[src/hw/rtl/rskt_ram.sv]
// Generic single-port-write, single-read RAM with registered read data.
// No dependencies.
module rskt_ram #(
    parameter int Width = 8,
    parameter int Depth = 16
) (
    input  logic                     aclk,
    input  logic                     wr_en,
    input  logic [$clog2(Depth)-1:0] wr_addr,
    input  logic [Width-1:0]         wr_data,
    input  logic [$clog2(Depth)-1:0] rd_addr,
    output logic [Width-1:0]         rd_data
);
    logic [Width-1:0] mem_reg [Depth];

    always_ff @(posedge aclk) begin
        if (wr_en) begin
            mem_reg[wr_addr] <= wr_data;
        end
        rd_data <= mem_reg[rd_addr];
    end
endmodule

[config.mk]
export PLATFORM = sky130hd
export DESIGN_NAME = rskt_ram
export DESIGN_NICKNAME = d
export VERILOG_FILES = /design/src/hw/rtl/rskt_ram.sv
export SDC_FILE = /design/constraint.sdc
export NUM_CORES = 1
export LEC_CHECK = 0
export BUFFER_PORTS_ARGS = -buffer_cell sky130_fd_sc_hd__buf_4
export CELL_PAD_IN_SITES_DETAIL_PLACEMENT = 1
export CELL_PAD_IN_SITES_GLOBAL_PLACEMENT = 2
export CORE_UTILIZATION = 48
export DETAILED_ROUTE_END_ITERATION = 8
export PLACE_DENSITY_LB_ADDON = 0.1
export SYNTH_ARGS = -nofsm -noshare
export SYNTH_HDL_FRONTEND = slang
export SYNTH_SLANG_ARGS = --single-unit
[constraint.sdc]
create_clock -name aclk -period 2.84 [get_ports aclk]
set_clock_uncertainty 0.1 [all_clocks]
set_input_delay 0.284 -clock aclk [delete_from_list [all_inputs] [get_ports aclk]]
set_output_delay 0.284 -clock aclk [all_outputs]
set_load 0.01 [all_outputs]
# Yosys cells after proc, flatten, opt, wreduce, memory -nomap -nowiden
# Memories as Yosys holds them, arrays and structs flattened. A register that Yosys moved wholly into a read port is not among the register bits.
# Index checks and enable logic that the tools add are counted.
totals:
  register_bits: 0
  latchBits: 0
  mem_bits_rw: 128
  rom_bits: 0
  input_bits: 18
  output_inout_bits: 8
  wordCells: 3
  n_memories: 1
op_classes:
  add_sub_neg: 0
  multipliers: 0
  div_mod_pow: 0
  magnitude_cmp: 0
  eq_ne: 0
  shift: 0
  n_mux: 2
  bitwise: 0
  n_reduce_logical: 0
memory_table:
  columns: ["memory", "depth", "width", "read_ports", "rd_clocked_by_memory_dff", "write_ports", "line", "source"]
  rows:
  - ["mem_reg", 16, 8, 1, 1, 1, "14", "logic [Width-1:0] mem_reg [Depth];"]
op_table:
  columns: ["cell", "n"]
  rows:
  - ["$mux 1", 2]

# Depth between registers and ports, before layout
# Gate-level depths: netlist of the first run.
logic_depth:
  depth_word: 2
  mapped_depth: 5
  depth_no_buf: 3

# Worst setup path after synthesis of the first run
# OpenSTA, ideal clock, no wires.
synth_path:
  path_kind: "input port to flip-flop"
  startpoint: "input wr_addr[2]"
  endpoint: "memory mem_reg[0][0], enable pin"
  arrival_ps: 1394
  path_slack_ps: 963
  stages: 2
  n_path_buf: 0
  path_cell_list: "or3b_2 > nor3_1"
synth_lines:
  columns: ["element", "line", "source"]
  rows:
  - ["start: declaration", "9", "input logic [$clog2(Depth)-1:0] wr_addr,"]
  - ["end: declaration", "14", null]
# Straight into the memory's write port.

==> results of run 1 <==
layout make-up:
| cell class | count | area (um2) | share of cell area, % |
|---|---|---|---|
| sequential | 136 | 4000 | 65.4 |
| multi-input combinational | 83 | 1060 | 17.3 |
| timing repair buffer | 43 | 335 | 5.47 |
| clock buffer | 20 | 425 | 6.95 |
| clock inverter | 12 | 133 | 2.17 |
| tap | 136 | 170 | 2.78 |
final timing paths:
kind	start	to	slack [ps]	cells after the start
hold reg to reg	mem_reg[15][1]	rd_data[1]	590	3
hold / removal	wr_data[4]	mem_reg[13][4]	20	1
setup / recovery	rd_addr[0]	rd_data[1]	1240	4
setup reg to reg	mem_reg[1][1]	rd_data[1]	1290	3
kinds of logic after synthesis:
kind of cell	count (synthesis)
mux	32
buf+inv	10
compound gates	16
simple gates	35
flops	136
power breakdown:
part | leakage [nW] | internal [mW] | total [mW] | switching, mW
logic | 0.582 | 0.101 | 0.226 | 0.125
clock network | 0.272 | 1.32 | 2.06 | 0.742
registers | 1.22 | 2.24 | 2.26 | 0.0153
per-layer routing:
layer  vias up  part of all wire (%)  track usage (%)  routed length [um]
met5         -                     0                0                   0
met4         0                  0.89             8.04                  92
met3         4                   3.9             4.64                 405
met2        55                    50             31.8                5130
met1      1267                    46             28.8                4700
li1       1074                     -                -                   -
Yosys cell counts:
cell / count / area share, %
and2_1: 1 / 0.12
mux4_2: 18 / 7.9
edfxtp_1: 128 / 75
buf_4: 1 / 0.15
mux4_1: 14 / 7.1
buf_2: 3 / 0.29
nand3_1: 1 / 0.097
nor2b_1: 1 / 0.12
a22oi_1: 16 / 2.3
or3b_2: 1 / 0.17
and2b_1: 1 / 0.15
nor2_1: 13 / 0.95
clkdlybuf4s25_2: 3 / 0.58
buf_6: 3 / 0.66
nor3_1: 4 / 0.39
nand2_1: 9 / 0.66
nand2b_1: 2 / 0.24
nand3b_1: 2 / 0.29
dfxtp_1: 8 / 3.1
per-stage QoR:
| stage | power (mW) | worst slack [ps] |
|---|---|---|
| after global placement | 2.52 | 731 |
| after CTS | 4.59 | 1240 |
| after detailed placement | 2.53 | 721 |
| after floorplan | 2.42 | 963 |
| after global routing | 4.68 | 1150 |
| final | 4.54 | 1240 |
cell usage in the layout, fill, tap and decap left out:
cell type and n:
a22oi_1 16, and2_1 1, and2b_1 1, buf_4 38, bufinv_16 3, clkbuf_1 3, clkbuf_16 16, clkbuf_8 1
clkinv_1 4, clkinv_2 4, clkinvlp_4 1, dfxtp_1 8, dlygate4sd3_1 5, edfxtp_1 128, mux4_1 14, mux4_2 18
nand2_1 9, nand2b_1 2, nand3_1 1, nand3b_1 2, nor2_1 13, nor2b_1 1, nor3_1 4, or3b_2 1
worst max-delay path, cell delays in order:
cell	delay, ps
buf_4	490
mux4_1	670
a22oi_1	320
nand2_1	100
==> qor.yml, run 1 <==
status: "complete, no violations"
hpwl_um: 6380
antenna_cells: 0
finalWeightedCongestion: 0.696
grt_pass1_wl_um: 15800
power.leakage_nw: 2.08
synth_fa_ha_area_share_pct: 0
numPortBuffers: 25
placedCellCount: 393
layout.nets: 299
hold_viol: 0
syn_area_per_cell_um2: 22.5
min_period_over_period_pct: 56.4
antenna_found_initial: 0
grt_use_total_pct: 20.5
synth_compound_area_share_pct: 2.33
viasPerCell: 5.58
wl_per_cell_um: 24.0
syn_to_final_growth_pct: 19.0
tightest_slew_ps: 851
maxCapViolCount: 0
syn_nets: 247
synth-xor-area-share_pct: 0
dpl_cell_area_um2: 5520
dieWidth_um: 106
cts_setup_buffers: 0
fin_util_pct: 59.1
p_per_area_nw_per_um2: 742
dieHeight_um: 106
muxShareOfSynthArea_pct: 15.0
synth_cell_types: 19
core-area_um2: 10400
synth_seq_area_share_pct: 77.8
crit_fanout: 32
yosysWarnings: 0
pin_count: 26
setup_viol: 0
syn_inst: 229
syn_area_um2: 5150
postLayoutCellArea_um2: 6120
drtAntennaViolNets: 0
drive_above_1_share_pct: 27.9
fin_tns_setup_ps: 0
critPathRequiredTime_ps: 3120
arrival_ps: 1880
clkSinkCount: 136
slew_headroom_pct: 43.1
initial_core_util_pct: 49.6
grt_pass1_vias: 2558
worstSetupEndpointType: "register"
vias: 2400
fillCellCount: 881
first_pass_iters: 4
cts_buffers: 17
finalMaxSlewViolations: 0
route.detailed.drc: 0
crit_type: "in2reg"
ys_ff_latch: 136
hold_ws_ps: 23.4
clk_pin_slew_ps: 60
routed_wl_um: 10300
ctsResizeCount: 0
grt-ovfl-total: 0
min_period_ps: 1600
grt_max_degree: 33
rows: 37
clock-root-buffer: "clkbuf_8"
crit_path_start_kind: "input port"
rsz0062_at_grt: "no"
htreeDepth: 4
drt_iter0_markers: 131
clock_path_buffers: 2
tritoncts: "done"
min_path_type: "in2reg"
ctsHoldBuffers: 5
largest_reg_flops: 128
synth_top_family_by_area: "multiplexers"
clk_latency_ps: 500
final_cells: 430
irDropWorstVdd_uv: 359
die_area_um2: 11100
fmax_ghz: 0.624
yosys.area_share.simple_pct: 3.18
Note: power is estimated with default switching activity, not from simulation.
==> inputs of run 2 (changes only) <==
--- a/config.mk
+++ b/config.mk
@@ -8,7 +8,7 @@
 export BUFFER_PORTS_ARGS = -buffer_cell sky130_fd_sc_hd__buf_4
 export CELL_PAD_IN_SITES_DETAIL_PLACEMENT = 1
 export CELL_PAD_IN_SITES_GLOBAL_PLACEMENT = 2
-export CORE_UTILIZATION = 48
+export CORE_UTILIZATION = 43
 export DETAILED_ROUTE_END_ITERATION = 8
 export PLACE_DENSITY_LB_ADDON = 0.1
 export SYNTH_ARGS = -nofsm -noshare
==> constraint.sdc (replaced) <==
create_clock -name aclk -period 1.4 [get_ports aclk]
set_clock_uncertainty 0.1 [all_clocks]
set_input_delay 0.14 -clock aclk [delete_from_list [all_inputs] [get_ports aclk]]
set_output_delay 0.14 -clock aclk [all_outputs]
set_load 0.01 [all_outputs]
==> qor.yml, run 2 (same netlist as run 1, synthesis figures left out) <==
rsz0062_at_grt: "yes"
drt_iter0_markers: 153  # +17%
irDropWorstVdd_uv: 810  # +130%
clk_latency_ps: 410  # -90 ps
numPortBuffers: 25  # unchanged
pin_count: 26  # unchanged
wl_per_cell_um: 23.4  # -2.4%
tightest_slew_ps: 999  # +148 ps
finalMaxSlewViolations: 0  # unchanged
cts_buffers: 17  # unchanged
min_period_over_period_pct: 97.8
hp-start: "wr_addr[0]"
htreeDepth: 4  # unchanged
fmax_ghz: 0.731
routed_wl_um: 10600  # +2.9%
tritoncts: "done"
crit_path_start_kind: "register"
p_per_area_nw_per_um2: 1520  # +100%
hpwl_um: 6710  # +5.2%
reg2reg_depth: 3  # unchanged
grt_pass1_wl_um: 16300  # +3.4%
drive_above_1_share_pct: 38.1  # +10 points
antenna_cells: 0  # unchanged
arrival_ps: 1560  # -320 ps
viasPerCell: 5.45  # -2.3%
dieWidth_um: 111  # +5.5%
vias: 2469  # +2.9%
min_to: "mem_reg[4][7]"
worst-r2r-setup-slack_ps: 30  # -1260 ps
grt-ovfl-total: 0  # unchanged
status: "complete, but fails checks"
initial_core_util_pct: 44.5  # -5.1 points
setup_viol: 0  # unchanged
layout.nets: 315  # +5.4%
slew_headroom_pct: 33.3  # -9.8 points
fillCellCount: 1017  # +15%
grt_pass1_vias: 2681  # +4.8%
clock-root-buffer: "clkbuf_16"
first_pass_iters: 8  # +4
critPathRequiredTime_ps: 1600  # -1520 ps
crit_fanout: 1  # -97%
grt_max_degree: 20  # -39%
hold_ws_ps: 178  # +154 ps
final_common_cell: "edfxtp_1"
antenna_found_initial: 0  # unchanged
maxCapViolCount: 0  # unchanged
finalPower_mw: 9.75  # +110%
rows: 39  # +5.4%
hold_viol: 0  # unchanged
die_area_um2: 12400  # +11%
final_cell_mix: "edfxtp_1, buf_4, mux4_2"
route.detailed.drc: 6  # +6
finalWeightedCongestion: 0.718  # +3.1%
min_period_ps: 1370
core-area_um2: 11600  # +12%
fin_tns_setup_ps: 0  # unchanged
clk_pin_slew_ps: 60  # about the same
hold_depth: 3  # +2
dieHeight_um: 111  # +5.5%
crit_type: "reg2reg"
timing.rr.start: "mem_reg[2][6]"
drtAntennaViolNets: 0  # unchanged
power.leakage_nw: 2.19  # +5.5%
critical_path.reg2reg.endpoint: "rd_data[6]"
largest_reg_flops: 128  # unchanged
min_path_type: "in2reg"
grt_use_total_pct: 19.0  # -1.6 points
violations: "design-rule violations"
syn_to_final_growth_pct: 24.8
clock_path_buffers: 2  # unchanged
worstSetupEndpointType: "register"
clkSinkCount: 136  # unchanged
-- run 2: changes by cell type in the layout (fill, tap and decap cells not counted), sizes merged --
cell,before,now
clkbuf,20,22
clkinv,8,6
dlygate4sd3,5,8
buf,38,51
clkinvlp,1,0
bufinv,3,4
-- run 2: through the flow --
step                setup slack [ps]  instance area, um2  std cells  util (%)
finish                          31.2                6430        453      55.6
floorplan                       -106                5160        229         -
global placement                -245                5700        413      49.3
global route                   -12.6                6430        453      55.6
CTS                             5.09                6430        453      55.6
detailed placement              -247                5700        413      49.3
-- run 2: where the power goes --
group,total (mW),switching (mW),internal [mW]
Combinational,0.534,0.272,0.261
Sequential,4.59,0.0313,4.55
Clock,4.63,1.54,3.10
Total,9.75,1.84,7.91
-- run 2: worst max-delay path, stage by stage (launching register included) --
cell and delay, ps:
edfxtp_1 420, mux4_2 510, a22oi_2 170, nand2_1 70
-- run 2: area by class of cell --
| type | instances | area [um2] | area share [%] |
|---|---|---|---|
| sequential | 136 | 4000 | 62.3 |
| clock inverter | 10 | 148 | 2.30 |
| timing repair buffer | 59 | 526 | 8.18 |
| tap | 143 | 179 | 2.78 |
| multi-input combinational | 83 | 1100 | 17.1 |
| clock buffer | 22 | 474 | 7.38 |
-- run 2: metal layers --
layer	vias up	wire length (um)	part of all wire, %	track usage, %
met5	-	0	0	0
met4	0	221	2.1	8.74
met3	17	309	2.9	4.03
met2	50	5240	49	30.0
met1	1305	4860	46	25.5
li1	1097	-	-	-
-- run 2: how the worst max path moves through the flow --
stage / slack [ps] / cells after the start / endpoint / startpoint
floorplan: -110 / 2 / mem_reg[3][0] / wr_addr[2]
global placement: -250 / 5 / rd_data[0] / rd_addr[0]
detailed placement: -250 / 5 / rd_data[1] / rd_addr[0]
CTS: 5 / 3 / rd_data[2] / mem_reg[8][2]
global route: -10 / 3 / rd_data[4] / mem_reg[8][4]
finish: 30 / 3 / rd_data[6] / mem_reg[2][6]
-- run 2: timing repair --
item,4_1_cts,5_1_grt
resized for setup,9,8
setup endpoints to repair,7,6
endpoints found under the hold margin,128,0
setup buffers,0,0
hold buffers,8,0
pin swaps,2,6
==> inputs of run 3 (changes only) <==
--- a/config.mk
+++ b/config.mk
@@ -6,11 +6,13 @@
 export NUM_CORES = 1
 export LEC_CHECK = 0
 export BUFFER_PORTS_ARGS = -buffer_cell sky130_fd_sc_hd__buf_4
+export CAP_MARGIN = 0
 export CELL_PAD_IN_SITES_DETAIL_PLACEMENT = 1
 export CELL_PAD_IN_SITES_GLOBAL_PLACEMENT = 2
 export CORE_UTILIZATION = 43
 export DETAILED_ROUTE_END_ITERATION = 8
 export PLACE_DENSITY_LB_ADDON = 0.1
+export SETUP_SLACK_MARGIN = 0.05
 export SYNTH_ARGS = -nofsm -noshare
 export SYNTH_HDL_FRONTEND = slang
 export SYNTH_SLANG_ARGS = --single-unit
==> qor.yml, run 3 (same netlist as run 1, synthesis figures left out) <==
status: "complete, but fails checks"
violations: "design-rule violations"
hold_depth: 3  # unchanged
drive_above_1_share_pct: 39.4  # +1.3 points
dieWidth_um: 111  # unchanged
dieHeight_um: 111  # unchanged
antenna_found_initial: 0  # unchanged
worstSetupEndpointType: "register"
final_common_cell: "edfxtp_1"
crit_cells: 3  # unchanged
place_ws_ps: -214  # +32.5 ps
worst-r2r-setup-slack_ps: 30  # about the same
critPathMaxStageDelay_ps: 500  # about the same
fillCellCount: 1022  # +0.49%
cts_setup_buffers: 0  # unchanged
fmax_ghz: 0.732  # +0.13%
power.leakage_nw: 2.19  # about the same
vias: 2436  # -1.3%
grt_pass1_wl_um: 15900  # -2.3%
worst_slack_ps: 33.0  # +1.75 ps
rsz0062_at_grt: "yes"
grt_use_total_pct: 18.4  # -0.53 points
rows: 39  # unchanged
finalPower_mw: 9.31  # -4.5%
clock_path_buffers: 2  # unchanged
cts_buffers: 17  # unchanged
finalWeightedCongestion: 0.708  # -1.3%
arrival_ps: 1560  # about the same
syn_to_final_growth_pct: 24.9  # about the same
first_pass_iters: 6  # -2
clk_latency_ps: 410  # about the same
final_cells: 458  # +1.1%
hpwl_um: 6720  # about the same
clock-root-buffer: "clkbuf_16"
drt_iter0_markers: 97  # -37%
final_cell_mix: "edfxtp_1, buf_4, mux4_2"
crit_fanout: 1  # unchanged
regArea_um2: 4000  # unchanged
die_area_um2: 12400  # unchanged
multi_input_area_um2: 1100  # +0.34%
min_period_over_period_pct: 97.6  # -0.13 points
htreeDepth: 4  # unchanged
irDropWorstVdd_uv: 684  # -16%
slowest_stage: "mux4_2"
largest_reg_flops: 128  # unchanged
crit_path_start_kind: "register"
wl_per_cell_um: 22.3  # -4.9%
numPortBuffers: 25  # unchanged
clk_pin_slew_ps: 50  # about the same
antenna_cells: 0  # unchanged
viasPerCell: 5.32  # -2.4%
critPathRequiredTime_ps: 1590  # about the same
core-area_um2: 11600  # unchanged
initial_core_util_pct: 44.5  # unchanged
grt_max_degree: 20  # unchanged
layout.nets: 322  # +2.2%
route.detailed.drc: 4  # -2
dpl_cell_area_um2: 5790  # +1.5%
min_path_type: "in2reg"
tritoncts: "done"
pin_count: 26  # unchanged
grt_pass1_vias: 2583  # -3.7%
drtAntennaViolNets: 0  # unchanged
crit_buf_inv: 0  # unchanged
path_cells: "mux4_2, a22oi_2, nand2_1"
maxCapViolCount: 0  # unchanged
crit_type: "reg2reg"
reg2reg_depth: 3  # unchanged
clkSinkCount: 136  # unchanged
min_period_ps: 1370  # -1.75 ps
setup_viol: 0  # unchanged
tightest_slew_ps: 853  # -146 ps
postLayoutCellArea_um2: 6430  # about the same
slew_headroom_pct: 43.0  # +9.7 points
p_per_area_nw_per_um2: 1450  # -4.6%
placedCellCount: 420  # +1.7%
hold_ws_ps: 150  # -28.4 ps
finalMaxSlewViolations: 0  # unchanged
grt-ovfl-total: 0  # unchanged
hold_viol: 0  # unchanged
routed_wl_um: 10200  # -3.9%
crit_family: "multiplexers"
-- run 3: layer usage --
metal / share of wire (%) / global-route usage [%]
met5: 0 / 0
met4: 1.4 / 8.11
met1: 48 / 25.3
met2: 47 / 28.1
met3: 3.2 / 4.84
-- run 3: area by class of cell --
type	instances	area share [%]
tap	143	2.78
timing repair buffer	66	9.18
sequential	136	62.3
multi-input combinational	83	17.1
clock inverter	4	1.07
clock buffer	26	7.61
-- run 3: final timing paths --
check	from	to
max	mem_reg[7][7]	rd_data[7]
min reg2reg	mem_reg[14][3]	rd_data[3]
max reg2reg	mem_reg[7][7]	rd_data[7]
min	wr_addr[1]	mem_reg[0][2]
-- run 3: tightest hold or removal path: stages --
cell and delay (ps):
buf_4 150, nor3_4 50, buf_4 150
-- run 3: power by group --
| part | internal, mW | switching (mW) | total (mW) |
|---|---|---|---|
| sequential | 4.56 | 0.0287 | 4.59 |
| clock | 2.73 | 1.46 | 4.19 |
| combinational | 0.265 | 0.270 | 0.535 |
| total | 7.55 | 1.76 | 9.31 |
-- run 3: through the flow --
stage | setup TNS [ps] | utilization (%)
after floorplan | 0 | -
after global placement | -2690 | 50.0
after detailed placement | -3710 | 50.0
after CTS | 0 | 55.6
after global routing | -96.0 | 55.6
final | 0 | 55.6
-- run 3: timing repair --
action,in CTS,in global routing
endpoints found under the hold margin,128,0
cloned,0,0
pin swaps,7,3
setup endpoints to repair,8,8
resized for setup,17,0
hold buffers,8,0
